File: config.mk
export PLATFORM = sky130hd
export DESIGN_NAME = integer_to_radix_text
export DESIGN_NICKNAME = d
export VERILOG_FILES = /design/src/hw/rtl/itrt_pkg.sv /design/src/hw/rtl/itrt_ram.sv /design/src/hw/rtl/itrt_front.sv /design/src/hw/rtl/itrt_fifo.sv /design/src/hw/rtl/itrt_back.sv /design/src/hw/rtl/integer_to_radix_text.sv
export SDC_FILE = /design/constraint.sdc
export NUM_CORES = 1
export LEC_CHECK = 0
export BUFFER_PORTS_ARGS = -buffer_cell sky130_fd_sc_hd__buf_2
export CORE_MARGIN = 3
export CORE_UTILIZATION = 25
export CTS_CLUSTER_DIAMETER = 50
export DETAILED_ROUTE_END_ITERATION = 8
export GPL_TIMING_DRIVEN = 0
export SETUP_SLACK_MARGIN = 0.4
export SYNTH_ARGS = -nofsm -noshare
export SYNTH_HDL_FRONTEND = slang
export SYNTH_SLANG_ARGS = --single-unit
File: constraint.sdc
create_clock -name clk_i -period 4.7 [get_ports clk_i]
set_input_delay 1.41 -clock clk_i [delete_from_list [all_inputs] [get_ports clk_i]]
set_output_delay 1.41 -clock clk_i [all_outputs]
set_load 0.02 [all_outputs]
File: src/hw/rtl/itrt_pkg.sv
package itrt_pkg;

  localparam int unsigned RADIX_W           = 6;
  localparam int unsigned CHAR_W            = 7;
  localparam int unsigned IN_W              = 64;
  localparam int unsigned VALUE_WIDTH_DEF   = 64;
  localparam int unsigned MAX_DIGITS_DEF    = 64;

  localparam logic [RADIX_W-1:0] RADIX_MIN   = 6'd2;
  localparam logic [RADIX_W-1:0] RADIX_MAX   = 6'd36;
  localparam logic [RADIX_W-1:0] RADIX_RESET = 6'd10;

  localparam logic [RADIX_W-1:0] DIGIT_NINE  = 6'd9;
  localparam logic [CHAR_W-1:0]  CHAR_ZERO   = 7'd48;
  localparam logic [CHAR_W-1:0]  CHAR_A_OFFS = 7'd87;

  typedef enum logic [2:0] {
    ST_IDLE = 3'b001,
    ST_DIV  = 3'b010,
    ST_EMIT = 3'b100
  } back_state_e;

  function automatic logic [RADIX_W-1:0] sat_radix(input logic [RADIX_W-1:0] r);
    logic [RADIX_W-1:0] s;
    s = r;
    if (r < RADIX_MIN) s = RADIX_MIN;
    if (r > RADIX_MAX) s = RADIX_MAX;
    return s;
  endfunction

  function automatic logic [CHAR_W-1:0] digit_to_char(input logic [RADIX_W-1:0] d);
    logic [CHAR_W-1:0] c;
    c = {1'b0, d} + ((d > DIGIT_NINE) ? CHAR_A_OFFS : CHAR_ZERO);
    return c;
  endfunction

endpackage

File: src/hw/rtl/itrt_ram.sv
module itrt_ram #(
  parameter int unsigned WIDTH = 6,
  parameter int unsigned DEPTH = 64,
  localparam int unsigned AW = (DEPTH > 1) ? $clog2(DEPTH) : 1
) (
  input  logic             clk_i,
  input  logic             we_i,
  input  logic [AW-1:0]    waddr_i,
  input  logic [WIDTH-1:0] wdata_i,
  input  logic             re_i,
  input  logic [AW-1:0]    raddr_i,
  output logic [WIDTH-1:0] rdata_o
);

  logic [WIDTH-1:0] mem_q [DEPTH];
  logic [WIDTH-1:0] rdata_q;

  always_ff @(posedge clk_i) begin
    if (we_i) begin
      mem_q[waddr_i] <= wdata_i;
    end
    if (re_i) begin
      rdata_q <= mem_q[raddr_i];
    end
  end

  assign rdata_o = rdata_q;

endmodule

File: src/hw/rtl/itrt_front.sv
module itrt_front #(
  parameter int unsigned VALUE_WIDTH = itrt_pkg::VALUE_WIDTH_DEF,
  localparam int unsigned ITEM_W = VALUE_WIDTH + itrt_pkg::RADIX_W + 1
) (
  input  logic                         clk_i,
  input  logic                         rst_ni,
  input  logic                         start_i,
  input  logic [itrt_pkg::IN_W-1:0]    value_i,
  input  logic                         radix_we_i,
  input  logic [itrt_pkg::RADIX_W-1:0] radix_i,
  input  logic                         full_i,
  output logic                         push_o,
  output logic [ITEM_W-1:0]            push_data_o
);

  logic [itrt_pkg::RADIX_W-1:0] radix_q, radix_d;
  logic [VALUE_WIDTH-1:0]       val;
  logic                         is_zero;

  assign radix_d = itrt_pkg::sat_radix(radix_i);

  always_ff @(posedge clk_i or negedge rst_ni) begin
    if (!rst_ni) begin
      radix_q <= itrt_pkg::RADIX_RESET;
    end else if (radix_we_i) begin
      radix_q <= radix_d;
    end
  end

  assign val         = value_i[VALUE_WIDTH-1:0];
  assign is_zero     = (val == '0);
  assign push_o      = start_i && !full_i;
  assign push_data_o = {is_zero, radix_q, val};

endmodule

File: src/hw/rtl/itrt_fifo.sv
module itrt_fifo #(
  parameter int unsigned WIDTH = 71
) (
  input  logic             clk_i,
  input  logic             rst_ni,
  input  logic             push_i,
  input  logic [WIDTH-1:0] push_data_i,
  output logic             full_o,
  input  logic             pop_i,
  output logic             empty_o,
  output logic [WIDTH-1:0] pop_data_o
);

  localparam int unsigned DEPTH = 2;

  logic [WIDTH-1:0] mem_q [DEPTH];
  logic             wr_ptr_q, rd_ptr_q;
  logic [1:0]       cnt_q, cnt_d;

  assign full_o     = (cnt_q == 2'(DEPTH));
  assign empty_o    = (cnt_q == 2'd0);
  assign pop_data_o = mem_q[rd_ptr_q];

  always_comb begin
    cnt_d = cnt_q;
    if (push_i && !pop_i) cnt_d = cnt_q + 2'd1;
    if (!push_i && pop_i) cnt_d = cnt_q - 2'd1;
  end

  always_ff @(posedge clk_i or negedge rst_ni) begin
    if (!rst_ni) begin
      wr_ptr_q <= 1'b0;
      rd_ptr_q <= 1'b0;
      cnt_q    <= 2'd0;
    end else begin
      cnt_q <= cnt_d;
      if (push_i) wr_ptr_q <= ~wr_ptr_q;
      if (pop_i)  rd_ptr_q <= ~rd_ptr_q;
    end
  end

  always_ff @(posedge clk_i) begin
    if (push_i) begin
      mem_q[wr_ptr_q] <= push_data_i;
    end
  end

endmodule

File: src/hw/rtl/itrt_back.sv
module itrt_back #(
  parameter int unsigned VALUE_WIDTH = itrt_pkg::VALUE_WIDTH_DEF,
  parameter int unsigned MAX_DIGITS  = itrt_pkg::MAX_DIGITS_DEF,
  localparam int unsigned ITEM_W = VALUE_WIDTH + itrt_pkg::RADIX_W + 1
) (
  input  logic                        clk_i,
  input  logic                        rst_ni,
  input  logic                        empty_i,
  input  logic [ITEM_W-1:0]           pop_data_i,
  output logic                        pop_o,
  output logic                        digit_valid_o,
  output logic [itrt_pkg::CHAR_W-1:0] digit_char_o,
  output logic                        last_o
);

  localparam int unsigned RW    = itrt_pkg::RADIX_W;
  localparam int unsigned AW    = $clog2(MAX_DIGITS);
  localparam int unsigned CNT_W = $clog2(MAX_DIGITS + 1);
  localparam int unsigned BW    = $clog2(VALUE_WIDTH);

  itrt_pkg::back_state_e state_q, state_d;

  logic [VALUE_WIDTH-1:0] quo_q, quo_d, quo_next;
  logic [RW-1:0]          rem_q, rem_d, rem_next;
  logic [RW-1:0]          radix_q, radix_d;
  logic [BW-1:0]          bit_q, bit_d;
  logic [CNT_W-1:0]       cnt_q, cnt_d;
  logic [AW-1:0]          ptr_q, ptr_d;
  logic                   vld_q, vld_d, last_q, last_d;
  logic [RW:0]            partial;
  logic                   ge;

  logic                   item_zero;
  logic [RW-1:0]          item_radix;
  logic [VALUE_WIDTH-1:0] item_value;

  logic          ram_we, ram_re;
  logic [AW-1:0] ram_waddr, ram_raddr;
  logic [RW-1:0] ram_wdata, ram_rdata;

  assign {item_zero, item_radix, item_value} = pop_data_i;

  // one restoring division step per cycle
  assign partial  = {rem_q, quo_q[VALUE_WIDTH-1]};
  assign ge       = (partial >= {1'b0, radix_q});
  assign rem_next = ge ? RW'(partial - {1'b0, radix_q}) : partial[RW-1:0];
  assign quo_next = {quo_q[VALUE_WIDTH-2:0], ge};

  always_comb begin
    state_d   = state_q;
    quo_d     = quo_q;
    rem_d     = rem_q;
    radix_d   = radix_q;
    bit_d     = bit_q;
    cnt_d     = cnt_q;
    ptr_d     = ptr_q;
    vld_d     = 1'b0;
    last_d    = 1'b0;
    pop_o     = 1'b0;
    ram_we    = 1'b0;
    ram_waddr = cnt_q[AW-1:0];
    ram_wdata = rem_next;
    ram_re    = 1'b0;
    ram_raddr = ptr_q;
    unique case (state_q)
      itrt_pkg::ST_IDLE: begin
        if (!empty_i) begin
          pop_o   = 1'b1;
          radix_d = item_radix;
          quo_d   = item_value;
          rem_d   = '0;
          bit_d   = BW'(VALUE_WIDTH - 1);
          cnt_d   = '0;
          if (item_zero) begin
            ram_we    = 1'b1;
            ram_waddr = '0;
            ram_wdata = '0;
            ptr_d     = '0;
            state_d   = itrt_pkg::ST_EMIT;
          end else begin
            state_d = itrt_pkg::ST_DIV;
          end
        end
      end
      itrt_pkg::ST_DIV: begin
        quo_d = quo_next;
        rem_d = rem_next;
        if (bit_q == '0) begin
          ram_we = 1'b1;
          cnt_d  = CNT_W'(cnt_q + 1'b1);
          rem_d  = '0;
          bit_d  = BW'(VALUE_WIDTH - 1);
          if (quo_next == '0 || cnt_q == CNT_W'(MAX_DIGITS - 1)) begin
            ptr_d   = cnt_q[AW-1:0];
            state_d = itrt_pkg::ST_EMIT;
          end
        end else begin
          bit_d = bit_q - 1'b1;
        end
      end
      itrt_pkg::ST_EMIT: begin
        ram_re = 1'b1;
        vld_d  = 1'b1;
        last_d = (ptr_q == '0);
        if (ptr_q == '0) begin
          state_d = itrt_pkg::ST_IDLE;
        end else begin
          ptr_d = ptr_q - 1'b1;
        end
      end
      default: state_d = itrt_pkg::ST_IDLE;
    endcase
  end

  always_ff @(posedge clk_i or negedge rst_ni) begin
    if (!rst_ni) begin
      state_q <= itrt_pkg::ST_IDLE;
      bit_q   <= '0;
      cnt_q   <= '0;
      vld_q   <= 1'b0;
      last_q  <= 1'b0;
    end else begin
      state_q <= state_d;
      bit_q   <= bit_d;
      cnt_q   <= cnt_d;
      vld_q   <= vld_d;
      last_q  <= last_d;
    end
  end

  always_ff @(posedge clk_i) begin
    quo_q   <= quo_d;
    rem_q   <= rem_d;
    radix_q <= radix_d;
    ptr_q   <= ptr_d;
  end

  itrt_ram #(
    .WIDTH(RW),
    .DEPTH(MAX_DIGITS)
  ) u_digits (
    .clk_i  (clk_i),
    .we_i   (ram_we),
    .waddr_i(ram_waddr),
    .wdata_i(ram_wdata),
    .re_i   (ram_re),
    .raddr_i(ram_raddr),
    .rdata_o(ram_rdata)
  );

  assign digit_valid_o = vld_q;
  assign last_o        = last_q;
  assign digit_char_o  = itrt_pkg::digit_to_char(ram_rdata);

endmodule

File: src/hw/rtl/integer_to_radix_text.sv
// Channel   Ports                                    Handshake
// input     start_i, value_i[63:0]                   taken when start_i && !busy_o
// config    radix_we_i, radix_i[5:0]                 written when radix_we_i
// output    digit_valid_o, digit_char_o, last_o      one digit per cycle, no stall
//
// After intake, an idle divider pops a value from the queue, runs VALUE_WIDTH
// restoring divide steps per digit, then reads the digits out of the digit
// RAM, highest first. Zero skips the divide steps.
// The worst case is a word of 64 digits for 64-bit values.
// A two-word queue sits between intake and divider; busy_o is high while it
// is full. Reset is asynchronous; the radix returns to 10.
module integer_to_radix_text #(
  parameter int unsigned VALUE_WIDTH = itrt_pkg::VALUE_WIDTH_DEF,
  parameter int unsigned MAX_DIGITS  = itrt_pkg::MAX_DIGITS_DEF
) (
  input  logic                         clk_i,
  input  logic                         rst_ni,
  input  logic                         start_i,
  output logic                         busy_o,
  input  logic [itrt_pkg::IN_W-1:0]    value_i,
  input  logic                         radix_we_i,
  input  logic [itrt_pkg::RADIX_W-1:0] radix_i,
  output logic                         digit_valid_o,
  output logic [itrt_pkg::CHAR_W-1:0]  digit_char_o,
  output logic                         last_o
);

  localparam int unsigned ITEM_W = VALUE_WIDTH + itrt_pkg::RADIX_W + 1;

  logic              push, pop, full, empty;
  logic [ITEM_W-1:0] push_data, pop_data;

  itrt_front #(
    .VALUE_WIDTH(VALUE_WIDTH)
  ) u_front (
    .clk_i      (clk_i),
    .rst_ni     (rst_ni),
    .start_i    (start_i),
    .value_i    (value_i),
    .radix_we_i (radix_we_i),
    .radix_i    (radix_i),
    .full_i     (full),
    .push_o     (push),
    .push_data_o(push_data)
  );

  itrt_fifo #(
    .WIDTH(ITEM_W)
  ) u_fifo (
    .clk_i      (clk_i),
    .rst_ni     (rst_ni),
    .push_i     (push),
    .push_data_i(push_data),
    .full_o     (full),
    .pop_i      (pop),
    .empty_o    (empty),
    .pop_data_o (pop_data)
  );

  itrt_back #(
    .VALUE_WIDTH(VALUE_WIDTH),
    .MAX_DIGITS (MAX_DIGITS)
  ) u_back (
    .clk_i        (clk_i),
    .rst_ni       (rst_ni),
    .empty_i      (empty),
    .pop_data_i   (pop_data),
    .pop_o        (pop),
    .digit_valid_o(digit_valid_o),
    .digit_char_o (digit_char_o),
    .last_o       (last_o)
  );

  assign busy_o = full;

endmodule

Word level (Yosys, flattened, before mapping)

Memories as Yosys holds them, arrays and structs flattened. A register that Yosys moved wholly into a read port is not among the register bits.
Index checks and enable logic that the tools add are counted.

Input port bits: 74
Memory bits (writable): 526
Memories kept: 2
Logic and storage cells: 107
Register bits: 110
Output and inout port bits: 10

$add $sub $neg: 7
Bitwise logic cells: 3
$lt $le $gt $ge: 4
Multiplexer cells: 47
Reduce and logical (&&, ||, !) cells: 20
Equal/unequal tests: 11

Memories:

| memory                | depth | width | rd ports | clocked after memory_dff | wr ports | RTL line        | RTL |
|---|---|---|---|---|---|---|---|
| u_back.u_digits.mem_q | 64    | 6     | 1        | 1                        | 1        | itrt_ram.sv:15  | `logic [WIDTH-1:0] mem_q [DEPTH];` |
| u_fifo.mem_q          | 2     | 71    | 1        | 0                        | 1        | itrt_fifo.sv:16 | `logic [WIDTH-1:0] mem_q [DEPTH];` |

Operators with widths:

| operator                                                       | number |
|---|---|
| zero test 64 bit                                               | 2 |
| case mux 64 bit (2 select lines)                               | 1 |
| 2-to-1 mux 6 bit                                               | 18 |
| 2-to-1 mux 64 bit                                              | 1 |
| case mux 6 bit (2 select lines)                                | 2 |
| 2-to-1 mux 7 bit                                               | 3 |
| case mux 6 bit (3 select lines)                                | 1 |
| 2-to-1 mux 3 bit                                               | 5 |
| case mux 7 bit (2 select lines)                                | 1 |
| zero test 6 bit                                                | 2 |
| subtractor 6 x 1 -> 6 bit (second input constant)              | 2 |
| 2-to-1 mux 1 bit                                               | 11 |
| case mux 3 bit (3 select lines)                                | 1 |
| adder 6 x 7 -> 7 bit                                           | 1 |
| adder 7 x 1 -> 7 bit (second input constant)                   | 1 |
| equality test 7 x 6 -> 1 bit (second input constant)           | 1 |
| >= comparator 7 x 6 -> 1 bit                                   | 1 |
| greater-than comparator 6 x 4 -> 1 bit (second input constant) | 1 |
| greater-than comparator 6 bit (second input constant)          | 1 |
| less-than comparator 6 x 2 -> 1 bit (second input constant)    | 1 |
| inequality test 2 x 1 -> 1 bit (second input constant)         | 3 |
| inequality test 2 bit (second input constant)                  | 3 |
| AND reduction 6 bit                                            | 1 |
| subtractor 6 bit                                               | 1 |
| other kinds (18)                                               | 27 |

Depth between registers and ports, before layout

Gate-level depths: netlist of the first run.

Word-level depth: 7
Mapped depth: 10
Depth with buffers taken out: 9

By module

Synthesis of the first run repeated with hierarchy kept, for this count alone.

Cell total of the unflattened synthesis: 1471
Area total of the unflattened synthesis: 26982.1 um2

Modules (own cells, without submodules):

| module     | seq. area each (um2) | area each (um2) | cells each | instances |
|---|---|---|---|---|
| itrt_ram   | 11711.2              | 15285.9         | 720        | 1 |
| itrt_fifo  | 4364.2               | 5657.9          | 237        | 1 |
| itrt_back  | 2914.0               | 5124.9          | 399        | 1 |
| itrt_front | 152.6                | 913.4           | 115        | 1 |

Least setup slack after synthesis of the first run

OpenSTA, ideal clock, no wires.

Path kind: input to register
From: input start_i
To: memory u_fifo.mem_q[0][0] (enable)
Stages on the path: 2
Setup time: 0.500 ns
Path slack: -0.270 ns
Data required time: 4.200 ns
Arrival: 4.469 ns
Path buffers: 0
Cells stage by stage: nand2_1 -> nor2_1

Longest elaborated chain between the ends: 3

Ends and longest elaborated chain:

| element                                | RTL line                    | RTL |
|---|---|---|
| start: declaration                     | integer_to_radix_text.sv:18 | `input logic start_i,` |
| logical AND 1 bit                      | itrt_front.sv:32            | `assign push_o = start_i && !full_i;` |
| 2-to-1 mux 1 bit                       | itrt_fifo.sv:43             | `if (push_i) begin` |
| 2-to-1 mux 1 bit (implied by the code) | itrt_fifo.sv:44             | `mem_q[wr_ptr_q] <= push_data_i;` |
| end: declaration                       | itrt_fifo.sv:16             |  |

No other way between the ends.

Worst setup path after layout of the first run

From: register u_back.u_digits.rdata_q[5] (netlist: u_back.u_digits.rdata_o[5]) (read register of u_back.u_digits.mem_q)
To: output digit_char_o[6] (netlist bit)

Longest elaborated chain between the ends: 3

Ends and longest elaborated chain:

| element                                | RTL line                    | RTL |
|---|---|---|
| start: declaration                     | itrt_ram.sv:16              | `logic [WIDTH-1:0] rdata_q;` |
| greater-than comparator 6 x 4 -> 1 bit | itrt_pkg.sv:33              | `c = {1'b0, d} + ((d > DIGIT_NINE) ? CHAR_A_OFFS : CHAR_ZERO);` |
| 2-to-1 mux 7 bit                       | itrt_pkg.sv:33              |  |
| adder 6 x 7 -> 7 bit *                 | itrt_pkg.sv:33              |  |
| end: declaration                       | integer_to_radix_text.sv:24 | `output logic [itrt_pkg::CHAR_W-1:0] digit_char_o,` |

Mark *: on every way between the ends. The rest lies on a longest branch, timed or not.

==> summary.md, run 1 <==
| Metric | Value |
|---|---|
| Maximum VDD drop | `881 uV` |
| Crit Path Class | `flip-flop to output pin` |
| Cells after synthesis | `1,500` |
| Status | `completed` |
| DRC | `0` |
| RSZ-0062 raised after global routing | `no` |
| Worst EP arrival | `2.70 ns` |
| Longest Clk Path Bufs | `3` |
| Max Slew Vio Count | `0` |
| DP HPWL | `41,800 um` |
| Initial antenna violation count | `1` |
| First DRT Iteration DRCs | `1,304` |
| H-tree level count | `3` |
| Synthesized area | `25,900 um^2` |
| Syn avg cell area | `17.2 um^2` |
| Die height | `328 um` |
| Routed Antenna Nets | `0` |
| Layout Skew | `0.0194 ns` |
| Antenna Cells | `0` |
| Area Overhead vs Synth | `18.1%` |
| Register Area | `19,100 um^2` |
| Area occupied by multi-input gates | `6340 um^2` |
| Cell taking the most area after synthesis | `edfxtp_1` |
| Critical path depth | `9` |
| Hold path cells | `1` |
| Vias in the first global route | `14,500` |
| Slew @ Worst Pin | `1.30 ns` |
| Final min period | `4.11 ns` |
| Core area | `102,000 um^2` |
| Reg2Reg Depth | `6` |
| Startpoint type of the worst setup path | `flip-flop` |
| Routed Wire Length | `61,500 um` |
| Max cap viols | `0` |
| Die Footprint | `107,000 um^2` |
| Leakage power | `9.81 nW` |
| DRT Pass-1 Iters | `5` |
| Post-layout nets | `1,759` |
| Number of synthesis warnings | `0` |
| CP peak stage delay | `0.48 ns` |
| Seq cells post-synth | `642` |
| Power Density | `716 nW/um^2` |
| Wire length per cell | `19.9 um` |
| Final Cycle Share | `87.3%` |
| Family with the most delay on the worst path | `adder cells` |
| Yosys cell types | `60` |
| Site row count | `117` |
| Worst-path clk slew | `0.06 ns` |
| First-pass GRT wire length | `92,200 um` |
| Layout cell share with drive strength beyond 1 | `20.6%` |
| Initial core utilization | `25.3%` |
| CTS tree | `done` |
| Vias | `14,200` |
| Inserted Clock Buffers | `68` |
| Largest net degree at the start of global routing | `71` |
| Design Power | `0.0219 W` |
| Main synth FF type | `edfxtp_1` |
| Clock Latency Late Sink | `0.62 ns` |
| Min Hold Slack | `0.473 ns` |
| Clk Tree Root Cell | `clkbuf_16` |
| Slew headroom | `13.4%` |
| GP Congestion | `0.908` |
| Synth Net Count | `1,591` |
| Crit end category | `output pin` |
| Sequential-to-total area share from yosys stat | `74.0%` |
| Total global-route track usage | `11.3%` |
| I/O Buffers | `82` |
| Setup violations, final | `0` |
| Crit-path max FO | `5` |
| Vias per inst | `4.60` |
| Worst Path Required | `3.29 ns` |
| Critical path cell sequence | `nor2_2, nand2_2, ha_2, fa_1, a21oi_1, nor2b_1, o21ai_1, o21a_1, buf_2` |
| Layout fillers | `10,100` |
| Fin. Hold Viols | `0` |
| Worst Hold Class | `flip-flop to flip-flop` |
| Clock sink total | `642` |
| Synth top area share | `71.3%` |
| CP max-delay cell | `edfxtp_1` |
| Grt ovf | `0` |
| Cts hold-fix bufs | `0` |
| CP Buf/Inv Count | `1` |
| Max Freq | `0.244 GHz` |
| Die width | `328 um` |
| I/O pins | `84` |
| Ranking of synthesized cells by area | `edfxtp_1, mux4_2, mux2i_1` |
| Async S/R FF share, synth | `4.36%` |
| EDFF count, synth | `614` |
report_power, final:
part	leakage (nW)	switching, W	internal, W
clock network	1.07	0.00224	0.00306
registers	5.96	0.000338	0.00914
logic	2.78	0.00477	0.00231
synth_stat cells (all sizes together) (15+ instances only):
library cell and instances:
edfxtp 614, nand2 114, nor2 110, mux4 98
o21ai 90, mux2i 89, clkbuf 39, buf 36
nor4 33, dfrtp 25, inv 24, nand3 23
nor3 18, a21oi 15, ha 15, nand4 15
timing repair:
item                       CTS  global route
setup endpoints to repair    2             2
pin swaps                    1             0
setup buffers                2             5
resized for setup            1             5
layout make-up:
type	count	share of cell area [%]
repair buffers	98	2.23
well taps	1368	5.61
clock inverters	41	1.38
multi-input cells	758	20.8
flip-flops and latches	642	62.7
plain buffers	75	1.16
clock buffers	84	5.84
inverters	25	0.307
cell families (layout without fill, tap and decap cells):
group	Yosys count	after routing	share of synthesized area, %
adder cells (fa/ha/maj)	18	18	0.919
buffers and inverters	100	323	1.74
flip-flops	642	642	74.0
AND/OR/NAND/NOR	366	366	6.60
multiplexers	200	200	12.5
XOR/XNOR	18	18	0.610
AO/OA/AOI/OAI	156	156	3.55
layer usage:
metal  global-route usage, %  up-vias  part of all wire [%]
met5                       0        -                     0
li1                        -     6273                     -
met2                    18.6      600                    48
met1                    14.9     7258                    42
met4                    3.55        0                   2.7
met3                    2.34      100                   7.5
cell usage in the layout (no fill, tap or decap), drive strengths merged, types with 8 or more instances in the layout:
cell,n
or2,10
buf,134
clkinv,28
nor2,110
nand4,15
a21oi,15
ha,15
nor2b,12
a211oi,8
dfrtp,25
nor4,33
inv,28
nor3,18
edfxtp,614
mux2i,89
o21ai,90
clkbuf,123
nand3,23
xnor2,13
mux2,13
nand2,114
mux4,98
final timing paths:
kind                                            start                  to  slack [ns]
hold / removal                        u_back.bit_q[4]     u_back.bit_q[4]        0.47
setup reg to reg                      u_back.ptr_q[2]     u_back.ptr_q[1]        0.73
max in group asynchronous                      rst_ni       u_back.last_o        3.32
min in group asynchronous                      rst_ni  u_front.radix_q[2]        0.86
hold reg to reg                       u_back.bit_q[4]     u_back.bit_q[4]        0.47
setup / recovery           u_back.u_digits.rdata_o[5]     digit_char_o[6]        0.59
state kept, by name, summed over array words and instances (netlist names):
register / flops
u_back.state_q: 3
u_fifo.rd_ptr_q: 1
u_fifo.cnt_q: 2
u_back.u_digits.rdata_o: 6
u_back.quo_q: 64
u_fifo.mem_q: 142
u_back.u_digits.mem_q: 384
u_fifo.wr_ptr_q: 1
u_back.cnt_q: 7
u_front.radix_q: 6
u_back.radix_q: 6
u_back.last_o: 1
u_back.digit_valid_o: 1
u_back.bit_q: 6
u_back.rem_q: 6
u_back.ptr_q: 6
stage by stage:
step	setup TNS, ns	util, %	setup slack, ns	instance area, um^2	instances
3_3_place_gp	-369.18	27.4	-1.09	28000	2950
4_1_cts	0	29.8	0.406	30500	3086
3_5_place_dp	0	27.7	0.742	28300	2959
6_report	0	29.9	0.595	30500	3091
2_1_floorplan	0	-	0.668	25900	1500
5_1_grt	0	29.9	0.415	30500	3091
(Power assumes the default switching activity.)
==> run 2: changes to the inputs <==
--- a/config.mk
+++ b/config.mk
@@ -5,12 +5,13 @@
 export SDC_FILE = /design/constraint.sdc
 export NUM_CORES = 1
 export LEC_CHECK = 0
-export BUFFER_PORTS_ARGS = -buffer_cell sky130_fd_sc_hd__buf_2
+export BUFFER_PORTS_ARGS = -buffer_cell sky130_fd_sc_hd__buf_4
 export CORE_MARGIN = 3
-export CORE_UTILIZATION = 25
+export CORE_UTILIZATION = 40
 export CTS_CLUSTER_DIAMETER = 50
 export DETAILED_ROUTE_END_ITERATION = 8
 export GPL_TIMING_DRIVEN = 0
+export REMOVE_ABC_BUFFERS = 1
 export SETUP_SLACK_MARGIN = 0.4
 export SYNTH_ARGS = -nofsm -noshare
 export SYNTH_HDL_FRONTEND = slang
==> run 2 against run 1 <==
First-iteration DRC count is 4.1% lower. Register-to-register slack better by 0.12 ns. Largest cell class unchanged. Sequential cell count stayed put. Clock power is 0.8% lower. Count of clock-buffer cells in the layout is 2 lower. Global-route usage is 5.0 points higher. Critical endpoint is now digit_char_o[5]. Critical path depth is 1 higher.
==> summary.md, run 2 (synthesis gave the netlist of run 1 again) <==
| Metric | Value |
|---|---|
| Status | `completed` |
| Worst Path Required | `3.29 ns (about the same)` |
| DRC | `0 (unchanged)` |
| Startpoint type of the worst setup path | `flip-flop` |
| Site row count | `92 (-21%)` |
| Slew @ Worst Pin | `1.22 ns (-0.0803 ns)` |
| H-tree level count | `3 (unchanged)` |
| DRT Pass-1 Iters | `6 (+1)` |
| Vias in the first global route | `13,600 (-6.4%)` |
| Hold path start | `u_front.radix_q[5]` |
| Initial core utilization | `40.7% (+15 points)` |
| CP max-delay cell | `edfxtp_1` |
| Longest Clk Path Bufs | `3 (unchanged)` |
| Area post-placement | `28,100 um^2 (-0.52%)` |
| Clk Tree Root Cell | `clkbuf_16` |
| Clock sink total | `642 (unchanged)` |
| Die width | `260 um (-21%)` |
| Layout fillers | `5,350 (-47%)` |
| Largest net degree at the start of global routing | `68 (-4.2%)` |
| Die Footprint | `67,700 um^2 (-37%)` |
| Crit-path max FO | `5 (unchanged)` |
| Slew headroom | `18.7% (+5.4 points)` |
| Crit Path Class | `flip-flop to output pin` |
| Layout Skew | `0.0335 ns (+0.0140 ns)` |
| Grt ovf | `0 (unchanged)` |
| Worst-path clk slew | `0.06 ns (about the same)` |
| Setup violations, final | `0 (unchanged)` |
| WL met3 | `3400 um (-26%)` |
| I/O Buffers | `83 (+1.2%)` |
| Initial antenna violation count | `0 (-1)` |
| Reg2reg start | `u_fifo.rd_ptr_q` |
| Placed Cells | `2,388 (-19%)` |
| Final min period | `4.12 ns (+0.0175 ns)` |
| Cts hold-fix bufs | `0 (unchanged)` |
| Vias | `13,400 (-5.7%)` |
| CP peak stage delay | `0.45 ns (-0.03 ns)` |
| Worst Hold Class | `flip-flop to flip-flop` |
| GP Congestion | `0.772 (-15%)` |
| CP Buf/Inv Count | `2 (+1)` |
| Commonest non-fill, non-tap cell in the layout | `edfxtp_1` |
| Vias per inst | `5.34 (+16%)` |
| Crit path launch | `u_back.u_digits.rdata_o[5]` |
| RSZ-0062 raised after global routing | `no` |
| Routed Antenna Nets | `0 (unchanged)` |
| Clock Latency Late Sink | `0.60 ns (-0.02 ns)` |
| Routed Wire Length | `54,000 um (-12%)` |
| Post-route cell area | `30,400 um^2 (-0.52%)` |
| Max cap viols | `0 (unchanged)` |
| Final Cycle Share | `87.7% (+0.37 points)` |
| Worst EP arrival | `2.71 ns (about the same)` |
| M1 WL | `23,300 um (-9.0%)` |
| Crit end category | `output pin` |
| Wire length per cell | `21.5 um (+8.0%)` |
| Finished Layout Cells | `2,513 (-19%)` |
| Core area | `63,500 um^2 (-38%)` |
| Post-layout nets | `1,710 (-2.8%)` |
| Layout cell share with drive strength beyond 1 | `21.6% (+0.99 points)` |
| CTS tree | `done` |
| Antenna Cells | `0 (unchanged)` |
| Inserted Clock Buffers | `69 (+1.5%)` |
| I/O pins | `84 (unchanged)` |
| Fin. Hold Viols | `0 (unchanged)` |
| Family with the most delay on the worst path | `compound AO/OA/AOI/OAI gates` |
| First-pass GRT wire length | `83,500 um (-9.4%)` |
| Total global-route track usage | `16.3% (+5.0 points)` |
| Max Freq | `0.243 GHz (-0.42%)` |
| DP HPWL | `35,700 um (-15%)` |
| Biggest regs | `u_back.u_digits.mem_q x384, u_fifo.mem_q x142, u_back.quo_q x64` |
| Area Overhead vs Synth | `17.5%` |
| Power Density | `723 nW/um^2 (+0.96%)` |
| Maximum VDD drop | `743 uV (-16%)` |
| Max Slew Vio Count | `0 (unchanged)` |
| Crit path top cell by count | `buf_4` |
| Most frequent cells in the layout | `edfxtp_1, nand2_1, nor2_1, mux4_2` |
| Largest Register | `u_back.u_digits.mem_q` |
| Met2 WL | `26,400 um (-11%)` |
| Leakage power | `9.99 nW (+1.9%)` |
| Final TNS setup | `0 ns (unchanged)` |
| Max reg flops | `384 (unchanged)` |
| First DRT Iteration DRCs | `1,250 (-4.1%)` |
| Critical path cell sequence | `nor2_1, nand2_2, buf_4, ha_1, a21oi_2, nor3_1, a21oi_1, o22ai_1, a22oi_2, buf_4` |
| Max layer used | `met4` |
| Die height | `260 um (-21%)` |
run 2: changes by cell type in the layout (fill, tap and decap cells not counted), moves of 6 or more:
| cell | before | now |
|---|---|---|
| buf_16 | 5 | 23 |
| buf_2 | 96 | 0 |
| clkbuf_1 | 53 | 10 |
| buf_12 | 4 | 10 |
| buf_4 | 12 | 89 |
| buf_1 | 12 | 0 |
run 2: routing by layer:
| layer | up-vias | track usage (%) |
|---|---|---|
| met1 | 6805 | 22.8 |
| met2 | 383 | 26.2 |
| met5 | - | 0 |
| met4 | 0 | 4.43 |
| li1 | 6159 | - |
| met3 | 69 | 3.34 |
run 2: through the flow:
step | utilization [%] | power, W | setup WS (ns) | hold slack [ns]
2_1_floorplan | - | 0.0137 | -1.80 | 0.433
3_3_place_gp | 42.8 | 0.0146 | -5.02 | 0.461
3_5_place_dp | 44.2 | 0.0169 | 0.856 | 0.455
4_1_cts | 47.7 | 0.0222 | 0.443 | 0.470
5_1_grt | 47.8 | 0.0231 | 0.430 | 0.495
6_report | 47.8 | 0.0220 | 0.577 | 0.476
run 2: final cells by class:
cell class | count | area, um^2 | share of cell area (%)
Clock buffer | 82 | 1840 | 6.06
Inverter | 25 | 93.8 | 0.309
Sequential cell | 642 | 19100 | 63.0
Clock inverter | 37 | 350 | 1.15
Timing Repair Buffer | 123 | 1520 | 4.99
Tap cell | 846 | 1060 | 3.49
Multi-Input combinational cell | 758 | 6360 | 21.0
run 2: path summary, 6_finish.rpt:
| check | to | slack [ns] | depth (start not counted) |
|---|---|---|---|
| hold / removal | u_fifo.mem_q[0][69] | 0.48 | 0 |
| setup reg to reg | u_back.u_digits.mem_q[19][0] | 0.85 | 6 |
| setup / recovery | digit_char_o[5] | 0.58 | 10 |
| min in group asynchronous | u_back.digit_valid_o | 0.73 | 1 |
| hold reg to reg | u_fifo.mem_q[0][69] | 0.48 | 0 |
| max in group asynchronous | u_back.state_q[0] | 3.64 | 1 |
run 2: power by group:
part / switching [W] / internal (W) / total [W] / leakage (nW)
registers: 0.000531 / 0.00913 / 0.00966 / 5.96
logic: 0.00436 / 0.00267 / 0.00703 / 2.97
clock network: 0.00218 / 0.00308 / 0.00526 / 1.06
run 2: repair_timing:
| item | 4_1_cts | 5_1_grt |
|---|---|---|
| gates resized for setup | 2 | 5 |
| endpoints found under the setup margin | 3 | 3 |
| setup buffers | 3 | 3 |
| pin swaps | 1 | 0 |
run 2: worst reg2reg max path, delay by kind of cell (launching register included):
kind                   cells  cell delay [ns]
and+or+nand+nor            4             1.87
DFF                        1             0.85
muxes                      1             0.41
buffers and inverters      1             0.34
==> run 3: changes to the inputs <==
--- a/config.mk
+++ b/config.mk
@@ -11,6 +11,7 @@
 export CTS_CLUSTER_DIAMETER = 50
 export DETAILED_ROUTE_END_ITERATION = 8
 export GPL_TIMING_DRIVEN = 0
+export PLACE_DENSITY = 0.57
 export REMOVE_ABC_BUFFERS = 1
 export SETUP_SLACK_MARGIN = 0.4
 export SYNTH_ARGS = -nofsm -noshare
==> run 3 against run 2 <==
Sequential power barely moved. First-iteration DRC count fell by 2.5%. Critical path depth fell by 1. Hold slack got worse by 0.0036 ns. Routed wire length rose by 1.2%. Count of clock-buffer cells in the layout rose by 7. Die area did not move. Via count rose by 0.22%. Sequential share of layout area fell by 0.38 points. Clock power rose by 6.1%.
==> summary.md, run 3 (synthesis gave the netlist of run 1 again) <==
| Metric | Value |
|---|---|
| DP HPWL | `36,000 um (+0.74%)` |
| CP max-delay cell | `edfxtp_1` |
| Initial core utilization | `40.7% (unchanged)` |
| R2R setup slack | `0.98 ns (+0.13 ns)` |
| Maximum VDD drop | `763 uV (+2.6%)` |
| Max reg flops | `384 (unchanged)` |
| Initial antenna violation count | `0 (unchanged)` |
| Die width | `260 um (unchanged)` |
| Placed Cells | `2,390 (+0.084%)` |
| Layout Skew | `0.0219 ns (-0.0115 ns)` |
| CTS tree | `done` |
| Finished Layout Cells | `2,523 (+0.40%)` |
| Fin. Hold Viols | `0 (unchanged)` |
| Core area | `63,500 um^2 (unchanged)` |
| Die height | `260 um (unchanged)` |
| First DRT Iteration DRCs | `1,219 (-2.5%)` |
| I/O Buffers | `83 (unchanged)` |
| Worst-path clk slew | `0.06 ns (about the same)` |
| Largest net degree at the start of global routing | `67 (-1.5%)` |
| Reg2reg start | `u_back.state_q[0]` |
| I/O pins | `84 (unchanged)` |
| DRC | `0 (unchanged)` |
| Psw | `0.00712 W (+0.70%)` |
| Setup violations, final | `0 (unchanged)` |
| Routed Antenna Nets | `0 (unchanged)` |
| Crit path capture | `digit_char_o[6]` |
| H-tree level count | `3 (unchanged)` |
| Longest Clk Path Bufs | `3 (unchanged)` |
| Int Pwr | `0.0151 W (+1.4%)` |
| Crit-path max FO | `5 (unchanged)` |
| Vias in the first global route | `13,600 (+0.30%)` |
| Clock Power Share | `25.1% (+1.1 points)` |
| Status | `completed` |
| Worst EP arrival | `2.68 ns (-0.03 ns)` |
| Reg2Reg Depth | `5 (-1)` |
| Site row count | `92 (unchanged)` |
| Design Power | `0.0222 W (+1.2%)` |
| Inserted Clock Buffers | `73 (+5.8%)` |
| Comb pwr share | `31.5% (-0.5 points)` |
| Wire length per cell | `21.7 um (+0.83%)` |
| Area Overhead vs Synth | `18.2%` |
| RSZ-0062 raised after global routing | `yes` |
| Vias | `13,400 (+0.22%)` |
| Grt ovf | `0 (unchanged)` |
| Seq pwr share | `43.3% (-0.7 points)` |
| Worst Path Required | `3.29 ns (about the same)` |
| Leakage power | `10.1 nW (+0.81%)` |
| Clk Tree Root Cell | `clkbuf_16` |
| Max Slew Vio Count | `0 (unchanged)` |
| Slew headroom | `21.6% (+2.8 points)` |
| Worst Hold Class | `flip-flop to flip-flop` |
| Clock sink total | `642 (unchanged)` |
| Critical path cell sequence | `o21ai_1, nand2_1, ha_1, fa_1, a21oi_1, nor2b_1, o21ai_0, o21a_1, buf_4` |
| Layout cell share with drive strength beyond 1 | `21.6% (about the same)` |
| DRT Pass-1 Iters | `5 (-1)` |
| Final design utilization | `48.1% (+0.29 points)` |
| Slew @ Worst Pin | `1.17 ns (-0.0426 ns)` |
| Power Density | `727 nW/um^2 (+0.57%)` |
| Post-layout nets | `1,711 (+0.058%)` |
| Die Footprint | `67,700 um^2 (unchanged)` |
| Final Cycle Share | `87.1% (-0.67 points)` |
| CP peak stage delay | `0.43 ns (-0.02 ns)` |
| Most frequent cells in the layout | `edfxtp_1, nand2_1, nor2_1, mux4_2, mux2i_1` |
| Cts hold-fix bufs | `0 (unchanged)` |
| Crit path launch | `u_back.u_digits.rdata_o[2]` |
| Clock Latency Late Sink | `0.60 ns (about the same)` |
| Biggest regs | `u_back.u_digits.mem_q x384, u_fifo.mem_q x142, u_back.quo_q x64` |
| Startpoint type of the worst setup path | `flip-flop` |
| Crit Path Class | `flip-flop to output pin` |
| Antenna Cells | `0 (unchanged)` |
| Total global-route track usage | `16.4% (+0.074 points)` |
| Max Freq | `0.244 GHz (+0.77%)` |
| Layout fillers | `5,369 (+0.36%)` |
| First-pass GRT wire length | `83,600 um (+0.15%)` |
| GP Congestion | `0.788 (+2.1%)` |
| Final min period | `4.09 ns (-0.0315 ns)` |
| Commonest non-fill, non-tap cell in the layout | `edfxtp_1` |
| Crit end category | `output pin` |
| Largest Register | `u_back.u_digits.mem_q` |
| Switching Share | `32.1% (-0.15 points)` |
| Max cap viols | `0 (unchanged)` |
| Reg2reg end | `u_back.u_digits.mem_q[48][4]` |
| Vias per inst | `5.33 (-0.18%)` |
| Routed Wire Length | `54,700 um (+1.2%)` |
## run 3: cell type report
class                           count  area [um^2]  area share (%)
Sequential cell                   642        19100            62.7
Tap cell                          846         1060            3.46
Inverter                           25         93.8           0.307
Clock inverter                     43          463            1.52
Timing Repair Buffer              120         1520            4.96
Clock buffer                       89         1930            6.31
Multi-Input combinational cell    758         6350            20.8
## run 3: worst max-delay path, delay by kind of cell (launching register included)
kind            cells  cell delay (ns)
simple gates        2             0.24
fa+ha+maj           2             0.68
buf+inv             1             0.13
flops               1             0.43
compound gates      4             0.59
## run 3: through the flow
step	hold slack [ns]	TNS (ns)	area [um^2]	worst slack (ns)
floorplan	0.433	-647.55	25500	-1.80
global placement	0.453	-3210.30	27200	-5.11
detailed placement	0.462	0	28100	0.616
CTS	0.470	0	30500	0.425
global route	0.502	0	30600	0.386
finish	0.472	0	30600	0.609
## run 3: how the worst min path moves through the flow
| stage | slack (ns) | endpoint | startpoint | depth (start not counted) |
|---|---|---|---|---|
| 2_1_floorplan | 0.43 | u_back.bit_q[4] | u_back.bit_q[4] | 1 |
| 3_3_place_gp | 0.45 | u_fifo.mem_q[0][68] | u_front.radix_q[4] | 0 |
| 3_5_place_dp | 0.46 | u_back.bit_q[4] | u_back.bit_q[4] | 1 |
| 4_1_cts | 0.47 | u_back.bit_q[4] | u_back.bit_q[4] | 1 |
| 5_1_grt | 0.50 | u_front.radix_q[3] | u_front.radix_q[3] | 2 |
| 6_report | 0.47 | u_back.bit_q[4] | u_back.bit_q[4] | 1 |
## run 3: layer usage
layer	vias to the layer above	track usage (%)	share of wire (%)
li1	6153	-	-
met3	94	2.91	4.8
met2	355	27.0	49
met4	0	5.34	2.7
met1	6843	22.2	44
met5	-	0	0
## run 3: power groups by stage
stage | combinational (W) | clock, W | sequential (W)
3_3_place_gp | 0.00486 | 0 | 0.00982
2_1_floorplan | 0.00363 | 0 | 0.0101
3_5_place_dp | 0.00714 | 0 | 0.00974
4_1_cts | 0.00714 | 0.00572 | 0.00963
5_1_grt | 0.00762 | 0.00595 | 0.00972
6_report | 0.00700 | 0.00558 | 0.00963
## run 3: repair_timing
action / CTS / global route
pin swaps: 0 / 0
buffers inserted: 0 / 1
gates resized for setup: 1 / 2
setup endpoints to repair: 1 / 113
